===== config.mk =====
export PLATFORM = sky130hd
export DESIGN_NAME = sip_scale
export DESIGN_NICKNAME = d
export VERILOG_FILES = /design/src/rtl/core/sip_scale.sv
export SDC_FILE = /design/constraint.sdc
export NUM_CORES = 2
export LEC_CHECK = 0
export BUFFER_PORTS_ARGS = -buffer_cell sky130_fd_sc_hd__clkbuf_2
export CORE_MARGIN = 5
export CORE_UTILIZATION = 57
export CTS_CLUSTER_DIAMETER = 40
export DETAILED_ROUTE_END_ITERATION = 6
export GPL_TIMING_DRIVEN = 0
export PLACE_DENSITY = 0.83
export SETUP_SLACK_MARGIN = 0.1
export SYNTH_ARGS = -nofsm -noshare
export SYNTH_HDL_FRONTEND = slang
export SYNTH_SLANG_ARGS = --single-unit

===== constraint.sdc =====
create_clock -name i_clk -period 7.85 [get_ports i_clk]
set_clock_uncertainty 0.15 [all_clocks]
set_input_delay 0.3925 -clock i_clk [delete_from_list [all_inputs] [get_ports i_clk]]
set_output_delay 0.3925 -clock i_clk [all_outputs]
set_load 0.05 [all_outputs]

===== src/rtl/core/sip_scale.sv =====
// ============================================================================
// sip_scale: dividend forming for both axes
// Multiplies |B - A| by |dA| in two half-width partial products, then sums
// them and scales by the fraction bits.
// ============================================================================
`default_nettype none

module sip_scale #(
    parameter int COORD_BITS = 16,
    parameter int FRAC_BITS  = 8,
    parameter int SIDE_BITS  = 35
) (
    input  logic                                  i_clk,
    input  logic                                  i_rst_n,
    input  logic                                  i_valid,
    output logic                                  o_ready,
    input  logic [2*COORD_BITS:0]                 i_wa,
    input  logic [2*COORD_BITS+1:0]               i_sum,
    input  logic [COORD_BITS-1:0]                 i_mag_x,
    input  logic [COORD_BITS-1:0]                 i_mag_y,
    input  logic [SIDE_BITS-1:0]                  i_side,
    output logic                                  o_valid,
    input  logic                                  i_ready,
    output logic [3*COORD_BITS+FRAC_BITS:0]       o_num_x,
    output logic [3*COORD_BITS+FRAC_BITS:0]       o_num_y,
    output logic [2*COORD_BITS+1:0]               o_den,
    output logic [SIDE_BITS-1:0]                  o_side
);

    localparam int C      = COORD_BITS;
    localparam int NW     = 3 * C + 1 + FRAC_BITS;
    localparam int STAGES = 2;

    logic [STAGES-1:0]   r_v;
    logic [STAGES:0]     w_adv;
    logic [2*C:0]        r_pl_x;
    logic [2*C:0]        r_pl_y;
    logic [2*C-1:0]      r_ph_x;
    logic [2*C-1:0]      r_ph_y;
    logic [3*C:0]        w_prod_x;
    logic [3*C:0]        w_prod_y;
    logic [NW-1:0]       r_num_x;
    logic [NW-1:0]       r_num_y;
    logic [2*C+1:0]      r_den  [STAGES];
    logic [SIDE_BITS-1:0] r_side [STAGES];

    // Bubble-collapsing stage control.
    assign w_adv[STAGES] = i_ready;
    genvar k;
    generate
        for (k = 0; k < STAGES; k++) begin : g_adv
            assign w_adv[k] = !r_v[k] || w_adv[k+1];
        end
    endgenerate
    assign o_ready = w_adv[0];
    assign o_valid = r_v[STAGES-1];

    always_ff @(posedge i_clk) begin
        if (!i_rst_n) begin
            r_v <= '0;
        end else begin
            for (int s = 0; s < STAGES; s++) begin
                if (w_adv[s]) begin
                    r_v[s] <= (s == 0) ? i_valid : r_v[s-1];
                end
            end
        end
    end

    // Recombine the partial products of the upper and lower halves of |dA|.
    assign w_prod_x = {r_ph_x, {(C+1){1'b0}}} + (3*C+1)'(r_pl_x);
    assign w_prod_y = {r_ph_y, {(C+1){1'b0}}} + (3*C+1)'(r_pl_y);

    always_ff @(posedge i_clk) begin
        if (w_adv[0]) begin
            r_pl_x    <= (2*C+1)'(i_mag_x) * (2*C+1)'(i_wa[C:0]);
            r_ph_x    <= (2*C)'(i_mag_x) * (2*C)'(i_wa[2*C:C+1]);
            r_pl_y    <= (2*C+1)'(i_mag_y) * (2*C+1)'(i_wa[C:0]);
            r_ph_y    <= (2*C)'(i_mag_y) * (2*C)'(i_wa[2*C:C+1]);
            r_den[0]  <= i_sum;
            r_side[0] <= i_side;
        end
        if (w_adv[1]) begin
            r_num_x   <= NW'(w_prod_x) << FRAC_BITS;
            r_num_y   <= NW'(w_prod_y) << FRAC_BITS;
            r_den[1]  <= r_den[0];
            r_side[1] <= r_side[0];
        end
    end

    assign o_num_x = r_num_x;
    assign o_num_y = r_num_y;
    assign o_den   = r_den[STAGES-1];
    assign o_side  = r_side[STAGES-1];

endmodule

`default_nettype wire


==> impl_metrics.yaml <==
outcome:
  status: "finished with violations"
  violations: "DRC"
sta:
  timing_hold_violations_final: 0
  setup_viol: 0
  finalCritPeriodShare_pct: 89.1
  rsz0062_at_grt: "no"
  max_freq_ghz: 0.143
  worstMarginPinSlew_ns: 1.03
  layout_min_cycle_time_ns: 7.00
  finalMaxSlewViolations: 0
  setup_ws_ns: 0.855
  timing.slew.headroom_pct: 31.4
cts:
  path_clk_slew_ns: 0.06
  clock_latency_ns: 0.64
  cts_tree: "done"
  root_buffer: "clkbuf_16"
  numCtsBuffers: 53
  clock_sinks: 368
  clock_path_buffers: 3
  post_cts_resized: 0
  postCtsSetupRepairBufs: 0
  cts_max_level: 2
floorplanning:
  core_area_mm2: 0.0850
  ios: 323
  start_util_pct: 57.3
  rows: 107
  die_height_um: 302
  fp.dieW_um: 302
  die-area_mm2: 0.0914
route:
  drt-vias-per-instance: 5.55
  wl_per_cell_um: 21.5
  drtIter0Drc: 3102
  drc_errors: 2
  vias: 35700
  postRouteAntennaNets: 0
  dr.pass1.iters: 7
  drt-total-wl_um: 138000
critical_path:
  slowest_stage: "clkbuf_1"
  critPathMaxFanout: 10
  critPathArrivalTime_ns: 7.26
  cp.buffers_inverters: 5
  required_ns: 8.12
  critPathTopFamily: "adder cells"
  crit_chain: "clkbuf_2, clkbuf_1, nand2_1, fa_1, fa_1, fa_1, inv_1, fa_1, fa_1, inv_1, fa_1, inv_1, ha_1, and2_1, and4_1, a31oi_2, a2111oi_0, nor2_1, o21ai_1, a221oi_2, xnor2_1"
  critPathMostFrequentCell: "fa_1"
  timing.critical_path.to_type: "register"
  max_stage_delay_ns: 0.73
  critPathLaunchType: "input pin"
  crit_type: "input pin to register"
logic_synthesis:
  synth_area_mm2: 0.0487
  seq_area_frac_synth_pct: 22.6
  synth_cells: 4783
  synth_edf_count: 366
  synth_flop_cell: "edfxtp_1"
  synth_top_area_share_pct: 33.1
  yosysWarnings: 0
  avgSynthCellArea_um2: 10.2
  synth_top_cell_by_area: "fa_1"
  postSynth.asyncResetShare_pct: 0
  synthTopCellsByArea: "fa_1 33%, edfxtp_1 23%, ha_1 12%"
  synth.ff_latch_count: 368
  yosysUniqueCellTypes: 78
finish:
  fin_nets: 6627
  syn2layout_area_growth_pct: 11.5
  drive_above_1_share_pct: 9.95
global_route:
  grt_max_degree: 109
  grt_overflow: 0
  antenna_found_initial: 24
  grt_pass1_wl_um: 215000
  grt_pass1_vias: 37900
  grt.total_usage_pct: 30.8
place:
  hpwl_um: 110000
  dpl_worst_slack_ns: 0.303
  port_buffers: 306
  gp_congestion: 0.996
min_path:
  hp-class: "input pin to register"
job:
  drv_cap: 0
## repair_timing
item	in CTS	in global routing
endpoints found under the hold margin	71	0
hold buffers	71	0
endpoints found under the setup margin	0	0
## kinds of logic after synthesis
family / synth area share [%]
and+or+nand+nor: 13.8
buffers and inverters: 9.94
adders and majority gates: 44.7
xor gates and xnor gates: 2.95
muxes: 0.0205
DFF: 22.6
other: 0.00770
AOI/OAI and AO/OA: 5.99
## worst min-delay path, stage by stage
cell and delay, ns:
clkbuf_2 0.08, nor2b_1 0.14, o21a_1 0.22
## synth_stat cells (16+ instances only)
cell / n
a211oi_1: 21
a21o_1: 85
a21oi_1: 127
and2_1: 496
and3_1: 18
buf_4: 85
clkbuf_1: 214
edfxtp_1: 366
fa_1: 806
ha_1: 450
inv_1: 900
nand2_1: 641
nand2b_1: 16
nand3_1: 35
nand4_1: 17
nor2_1: 67
nor3_1: 20
o21a_1: 18
o21ai_0: 67
o21bai_1: 16
xnor2_1: 111
xor2_1: 53
## placed cells by master, fill, tap and decap left out, types with 17 or more instances in the layout
cell           instances
a211oi_1              21
a21o_1                85
a21oi_1              127
and2_1               496
and3_1                18
buf_4                 85
clkbuf_1             220
clkbuf_16             53
clkbuf_2             306
diode_2               17
dlygate4sd3_1         71
edfxtp_1             366
fa_1                 806
ha_1                 450
inv_1                899
nand2_1              640
nand3_1               35
nand4_1               17
nor2_1                67
nor3_1                20
o21a_1                18
o21ai_0               67
xnor2_1              111
xor2_1                53
## layout make-up
cell class,count,area (um2)
Clock inverter,40,402
Inverter,900,3390
Antenna cell,17,42.5
Sequential cell,368,11000
Timing Repair Buffer,380,2320
Multi-Input combinational cell,3226,32900
Clock buffer,59,1350
Buffer,304,1470
Fill cell,6706,30700
Tap cell,1144,1430
## routing by layer
metal | share of wire, % | wire length, um | global-route usage [%] | vias up
li1 | - | - | - | 15700
met1 | 37 | 50600 | 37.7 | 17500
met2 | 45 | 62600 | 49.3 | 1955
met3 | 12 | 16000 | 9.62 | 511
met4 | 6.6 | 9150 | 16.2 | 16
met5 | 0.077 | 107 | 0 | -
## through the flow
step | area (um2) | setup TNS, ns | hold WS, ns | util, % | std cells
floorplan | 48800 | 0 | 0.250 | - | 4798
global placement | 51700 | -0.0822 | 0.250 | 60.9 | 6248
detailed placement | 51800 | 0 | 0.255 | 61.0 | 6251
CTS | 54300 | 0 | 0.0428 | 63.9 | 6421
global route | 54300 | 0 | 0.107 | 63.9 | 6427
finish | 54300 | 0 | 0.108 | 63.9 | 6438
## sequential cells by signal, summed over array words and instances (netlist names)
register and count:
r_v 2, r_ph_y 32, r_pl_x 33, r_ph_x 32, r_den 68, r_pl_y 33, r_side 70, o_num_y 49
o_num_x 49
## worst paths after layout
check,from,end,slack (ns),cells after the start
worst max register to register,r_pl_y[17]$_DFFE_PP_,o_num_y[45]$_DFFE_PP_,4.43,11
worst min register to register,r_pl_y[6]$_DFFE_PP_,o_num_y[14]$_DFFE_PP_,0.26,0
worst min-delay path,i_ready,r_v[1]$_SDFFE_PN0P_,0.11,3
worst max-delay path,i_mag_y[2],r_pl_y[28]$_DFFE_PP_,0.85,21
Power is left out: the tool's default activity adds up to more than one toggle a clock period on the data nets, which glitch-free logic cannot reach.
