[config.mk]
export PLATFORM = sky130hd
export DESIGN_NAME = sip_place
export DESIGN_NICKNAME = d
export VERILOG_FILES = /design/src/rtl/core/sip_pkg.sv /design/src/rtl/core/sip_place.sv
export SDC_FILE = /design/constraint.sdc
export NUM_CORES = 1
export LEC_CHECK = 0
export BUFFER_PORTS_ARGS = -buffer_cell sky130_fd_sc_hd__buf_2
export CAP_MARGIN = 30
export CORE_AREA = 2 2 142 178
export DETAILED_ROUTE_END_ITERATION = 7
export DIE_AREA = 0 0 144 180
export PLACE_DENSITY = 0.71
export SLEW_MARGIN = 20
export SYNTH_ARGS = -nofsm -noshare
export SYNTH_HDL_FRONTEND = slang
export SYNTH_SLANG_ARGS = --single-unit
[constraint.sdc]
create_clock -name i_clk -period 5.2 [get_ports i_clk]
set_input_delay 1.56 -clock i_clk [delete_from_list [all_inputs] [get_ports i_clk]]
set_output_delay 1.56 -clock i_clk [all_outputs]
set_load 0.01 [all_outputs]
[src/rtl/core/sip_pkg.sv]
// ============================================================================
// sip_pkg: shared constants for the segment intersection point block
// Default geometry widths and the fixed format of the hit coordinates.
// ============================================================================
`default_nettype none

package sip_pkg;

    // Default coordinate width and fraction width of the result.
    localparam int COORD_BITS_DEF = 16;
    localparam int FRAC_BITS_DEF  = 8;

    // Hit coordinates are always 24-bit signed fixed point.
    localparam int HIT_BITS = 24;
    localparam int HIT_MAX  = 8388607;
    localparam int HIT_MIN  = -8388608;

    // Output beat: hit_x in the low half, hit_y in the high half.
    localparam int M_DATA_BITS = 2 * HIT_BITS;

endpackage

`default_nettype wire

[src/rtl/core/sip_place.sv]
// ============================================================================
// sip_place: rounding and placement of the hit point
// Rounds the quotient to nearest, adds it with its sign to A, saturates to
// the 24-bit hit format and clears the result when there is no crossing.
// ============================================================================
`default_nettype none

module sip_place #(
    parameter int COORD_BITS = 16,
    parameter int FRAC_BITS  = 8
) (
    input  logic                              i_clk,
    input  logic                              i_rst_n,
    input  logic                              i_valid,
    output logic                              o_ready,
    input  logic [COORD_BITS+FRAC_BITS-1:0]   i_quo_x,
    input  logic [COORD_BITS+FRAC_BITS-1:0]   i_quo_y,
    input  logic [2*COORD_BITS+1:0]           i_rem_x,
    input  logic [2*COORD_BITS+1:0]           i_rem_y,
    input  logic [2*COORD_BITS+1:0]           i_den,
    input  logic [2*COORD_BITS+2:0]           i_side,
    output logic                              o_valid,
    input  logic                              i_ready,
    output logic                              o_crossed,
    output logic [sip_pkg::HIT_BITS-1:0]      o_hit_x,
    output logic [sip_pkg::HIT_BITS-1:0]      o_hit_y
);

    import sip_pkg::*;

    localparam int C      = COORD_BITS;
    localparam int QW     = COORD_BITS + FRAC_BITS;
    localparam int SW     = 2 * COORD_BITS + 3;
    localparam int VW     = COORD_BITS + FRAC_BITS + 2;
    localparam int EW     = (VW > HIT_BITS) ? VW : HIT_BITS + 1;
    localparam int STAGES = 2;
    localparam logic signed [EW-1:0] MAX_E = EW'(HIT_MAX);
    localparam logic signed [EW-1:0] MIN_E = EW'(HIT_MIN);

    logic [STAGES-1:0]      r_v;
    logic [STAGES:0]        w_adv;
    logic [QW:0]            r_off_x;
    logic [QW:0]            r_off_y;
    logic [SW-1:0]          r_side;
    logic signed [C-1:0]    w_base_x;
    logic signed [C-1:0]    w_base_y;
    logic signed [VW-1:0]   w_vb_x;
    logic signed [VW-1:0]   w_vb_y;
    logic signed [VW-1:0]   w_v_x;
    logic signed [VW-1:0]   w_v_y;
    logic signed [EW-1:0]   w_e_x;
    logic signed [EW-1:0]   w_e_y;
    logic [HIT_BITS-1:0]    w_sat_x;
    logic [HIT_BITS-1:0]    w_sat_y;
    logic                   r_crossed;
    logic [HIT_BITS-1:0]    r_hit_x;
    logic [HIT_BITS-1:0]    r_hit_y;

    // Bubble-collapsing stage control; the last stage is the output register.
    assign w_adv[STAGES] = i_ready;
    genvar k;
    generate
        for (k = 0; k < STAGES; k++) begin : g_adv
            assign w_adv[k] = !r_v[k] || w_adv[k+1];
        end
    endgenerate
    assign o_ready = w_adv[0];
    assign o_valid = r_v[STAGES-1];

    always_ff @(posedge i_clk) begin
        if (!i_rst_n) begin
            r_v <= '0;
        end else begin
            for (int s = 0; s < STAGES; s++) begin
                if (w_adv[s]) begin
                    r_v[s] <= (s == 0) ? i_valid : r_v[s-1];
                end
            end
        end
    end

    // Side fields: base_x, base_y, neg_x, neg_y, crossed from the lowest bit.
    assign w_base_x = r_side[C-1:0];
    assign w_base_y = r_side[2*C-1:C];

    // Base point in fixed point, then the signed offset.
    assign w_vb_x = VW'(w_base_x) <<< FRAC_BITS;
    assign w_vb_y = VW'(w_base_y) <<< FRAC_BITS;
    assign w_v_x  = r_side[2*C]   ? w_vb_x - $signed({1'b0, r_off_x})
                                  : w_vb_x + $signed({1'b0, r_off_x});
    assign w_v_y  = r_side[2*C+1] ? w_vb_y - $signed({1'b0, r_off_y})
                                  : w_vb_y + $signed({1'b0, r_off_y});
    assign w_e_x  = EW'(w_v_x);
    assign w_e_y  = EW'(w_v_y);

    // Clamp to the 24-bit hit range.
    assign w_sat_x = (w_e_x > MAX_E) ? MAX_E[HIT_BITS-1:0]
                   : (w_e_x < MIN_E) ? MIN_E[HIT_BITS-1:0] : w_e_x[HIT_BITS-1:0];
    assign w_sat_y = (w_e_y > MAX_E) ? MAX_E[HIT_BITS-1:0]
                   : (w_e_y < MIN_E) ? MIN_E[HIT_BITS-1:0] : w_e_y[HIT_BITS-1:0];

    always_ff @(posedge i_clk) begin
        // Round to nearest, ties away from zero on the magnitude.
        if (w_adv[0]) begin
            r_off_x <= {1'b0, i_quo_x} + (QW+1)'({i_rem_x, 1'b0} >= {1'b0, i_den});
            r_off_y <= {1'b0, i_quo_y} + (QW+1)'({i_rem_y, 1'b0} >= {1'b0, i_den});
            r_side  <= i_side;
        end
        if (w_adv[1]) begin
            r_crossed <= r_side[SW-1];
            r_hit_x   <= r_side[SW-1] ? w_sat_x : '0;
            r_hit_y   <= r_side[SW-1] ? w_sat_y : '0;
        end
    end

    assign o_crossed = r_crossed;
    assign o_hit_x   = r_hit_x;
    assign o_hit_y   = r_hit_y;

endmodule

`default_nettype wire

==> impl_metrics.yaml <==
drt:
  drcViolationCount: 0
  avgRoutedWirePerCell_um: 17.2
  wl_mm: 29.0
  vias: 9084
  drt.antenna.violating_nets: 0
  vias_per_cell: 5.38
  drt_first_pass_iters: 5
  drtIter0Drc: 525
synth:
  synth_edf_count: 134
  synth_area_mm2: 0.0107
  syn_avg_cell_area_um2: 9.63
  synth_cell_types: 73
  ys_ff_latch: 136
  synth_cells: 1116
  synthArstFlopShare: 0
  syn_nets: 1447
  synth_warnings: 0
  ys_seq_area_frac: 0.378
  ys.flop_type: "edfxtp_1"
run:
  drv_cap: 0
floorplan:
  coreArea_mm2: 0.0243
  die_height_um: 180
  dieArea_mm2: 0.0259
  fp-row-count: 64
  die_x_um: 144
  ios: 240
  start_util: 0.443
clock_network:
  path_clk_slew_ns: 0.06
  cts_buffer_depth: 2
  root_buffer: "clkbuf_16"
  post-cts-setup-buffer-count: 0
  cts.sinks: 136
  cts_hold_buf: 0
  clk_latency_ns: 0.43
  cts_tree: "yes"
  htreeDepth: 4
  cts_resized: 0
  numCtsBuffers: 17
power:
  power_density_mw_per_mm2: 284
  irDropWorstVdd_v: 0.000221
  swShare: 0.313
  p_leak_nw: 5.99
  power.internal_mw: 2.51
  p_clk_frac: 0.328
  p_sw_mw: 1.14
  power_frac_seq: 0.399
  pwr-share-comb: 0.273
critical_path:
  reg2reg_depth: 10
  path_buf_inv: 2
  cp-start-kind: "primary input"
  cp_slowest_cell: "o21ai_0"
  critPathTopFamily: "simple AND/OR/NAND/NOR gates"
  crit_type: "in2reg"
  cp_max_fo: 4
  worst_path_largest_cell_delay_ns: 0.33
  regToRegStartpoint: "r_side[5]"
  required_ns: 5.38
  cp-end-kind: "register"
  cp_cell_sequence: "buf_2 -> inv_1 -> ha_1 -> a21o_1 -> a21oi_1 -> nor2b_1 -> o21ai_0 -> nand2b_1 -> a21oi_1 -> o21ai_0 -> o31ai_1 -> o21ai_0 -> ha_1 -> ha_1 -> and3_1 -> nand2_1 -> nor2_1 -> and4_1 -> nand3_1 -> xnor2_1"
  r2r_end: "o_hit_x[2]"
  critical_path_arrival_ns: 4.77
  r2r_slack_ns: 1.24
layout:
  syn_to_final_growth_pct: 19.5
  stdcell_count: 1688
  drive_gt1_frac: 0.225
  nFillCells: 2258
  nets: 1675
  fin_util: 0.529
global_route:
  antenna_found_initial: 3
  grt_max_degree: 52
  grt_use_total: 0.227
  grt_pass1_vias: 9148
  grt_pass1_wl_mm: 45.7
  grt_overflow: 0
sta:
  tns_ns: 0
  finalSetupViolations: 0
  fmax_mhz: 218
  fin_crit_ns: 4.58
  rsz0062_at_grt: "false"
  worst_slew_pin_slew_ns: 0.987
  slew_headroom: 0.342
  fin_crit_sh: 0.881
  fin_ws_ns: 0.617
  finalHoldViolations: 0
  report.final.slew_viol_count: 0
  fin_worst_skew_ns: 0.00821
placed_design:
  io_buffer_count: 239
  gp_congestion: 0.924
  dpl.hpwl_mm: 23.7
  pre_cts_ws_ns: 0.117
  placed_cells: 1655
worst_hold_path:
  min-delay-start: "r_v[0]"
  holdPathStages: 1
  min_to: "r_v[1]"
  min_path_type: "reg2reg"
run_status:
  outcome: "finished, final reports clean"
[power groups by stage]
stage | clock network [mW] | logic [mW] | registers, mW
2_1_floorplan | 0 | 0.577 | 1.52
3_3_place_gp | 0 | 0.979 | 1.48
3_5_place_dp | 0 | 0.990 | 1.48
4_1_cts | 1.22 | 0.997 | 1.46
5_1_grt | 1.25 | 1.11 | 1.48
6_report | 1.20 | 0.996 | 1.46
[how the worst max path moves through the flow]
| stage | from | endpoint | slack, ns | depth (start not counted) |
|---|---|---|---|---|
| after CTS | i_den[20] | r_off_x[20] | 0.59 | 20 |
| after floorplan | i_ready | o_ready | 0.16 | 2 |
| after global routing | i_den[20] | r_off_x[20] | 0.40 | 20 |
| after detailed placement | i_den[20] | r_off_x[20] | 0.12 | 20 |
| final | i_den[20] | r_off_x[20] | 0.62 | 20 |
| after global placement | i_den[20] | r_off_x[22] | 0.15 | 20 |
[layout make-up]
type	count	area, µm²	area share
multi-input combinational	831	6090	0.474
sequential	136	4060	0.316
clock buffer	17	425	0.0331
clock inverter	15	154	0.0120
inverter	108	405	0.0316
timing repair buffer	250	1290	0.101
tap	330	413	0.0322
antenna	1	2.50	0.000195
[state kept, by name, summed over array words and instances (netlist names)]
name,count
r_off_y,25
r_off_x,25
o_hit_y,24
r_v,2
r_side,35
o_crossed,1
o_hit_x,24
[cell usage in the layout, fill, tap and decap left out, drive strengths merged, types with 18 or more instances in the layout]
cell | Yosys | layout
a21o | 35 | 35
a21oi | 75 | 75
and3 | 20 | 20
buf | 14 | 250
edfxtp | 134 | 134
ha | 140 | 140
inv | 108 | 110
nand2 | 61 | 61
nand3 | 28 | 28
nor2 | 78 | 78
nor2b | 23 | 23
nor3 | 18 | 18
o21ai | 87 | 87
xnor2 | 61 | 61
xor2 | 31 | 31
[cell usage after synthesis, types with 4 or more instances]
cell | count | area, µm²
mux2i_1 | 5 | 50.1
o21ai_0 | 84 | 420
nand2b_1 | 4 | 25.0
o31ai_1 | 14 | 105
xor2_1 | 31 | 272
buf_2 | 4 | 20.0
a211oi_1 | 9 | 67.6
buf_6 | 4 | 45.0
buf_1 | 5 | 18.8
nor3_1 | 18 | 90.1
a21oi_1 | 75 | 375
or3_1 | 6 | 37.5
a31oi_1 | 8 | 50.1
nor2_1 | 78 | 293
o211ai_1 | 15 | 113
edfxtp_1 | 134 | 4020
ha_1 | 140 | 1750
o21bai_1 | 11 | 82.6
nor2b_1 | 22 | 138
and2_1 | 6 | 37.5
and3_1 | 20 | 125
nand4_1 | 17 | 106
a21o_1 | 34 | 255
nor4_1 | 5 | 31.3
xnor2_1 | 60 | 526
nand3_1 | 27 | 135
a41oi_1 | 4 | 35.0
inv_1 | 108 | 405
o21a_1 | 10 | 75.1
clkbuf_1 | 26 | 97.6
nand2_1 | 61 | 229
o41ai_1 | 4 | 35.0
[cells by family (layout without fill, tap and decap cells)]
logic type	count (synthesis)	after routing	synth area share
XOR/XNOR	92	92	0.0757
buffers and inverters	149	390	0.0558
adder cells (fa/ha/maj)	142	142	0.167
other	0	1	0
flip-flops	136	136	0.378
AO/OA/AOI/OAI	306	306	0.184
AND/OR/NAND/NOR	284	284	0.133
multiplexers	7	7	0.00676
[routing by layer]
metal	vias to the layer above	GRT usage	routed length [µm]
li1	4511	-	-
met1	4195	0.258	11500
met3	56	0.0589	1980
met2	322	0.404	14700
met4	0	0.0847	807
met5	-	0	0
[per-stage QoR]
| step | instance area (µm²) | total power, mW | hold WS [ns] |
|---|---|---|---|
| finish | 12800 | 3.65 | 0.554 |
| detailed placement | 12300 | 2.47 | 0.541 |
| global placement | 12200 | 2.46 | 0.540 |
| global route | 12800 | 3.84 | 0.601 |
| CTS | 12800 | 3.67 | 0.563 |
| floorplan | 10700 | 2.10 | 0.463 |
Note: power is estimated with default switching activity, not from simulation.
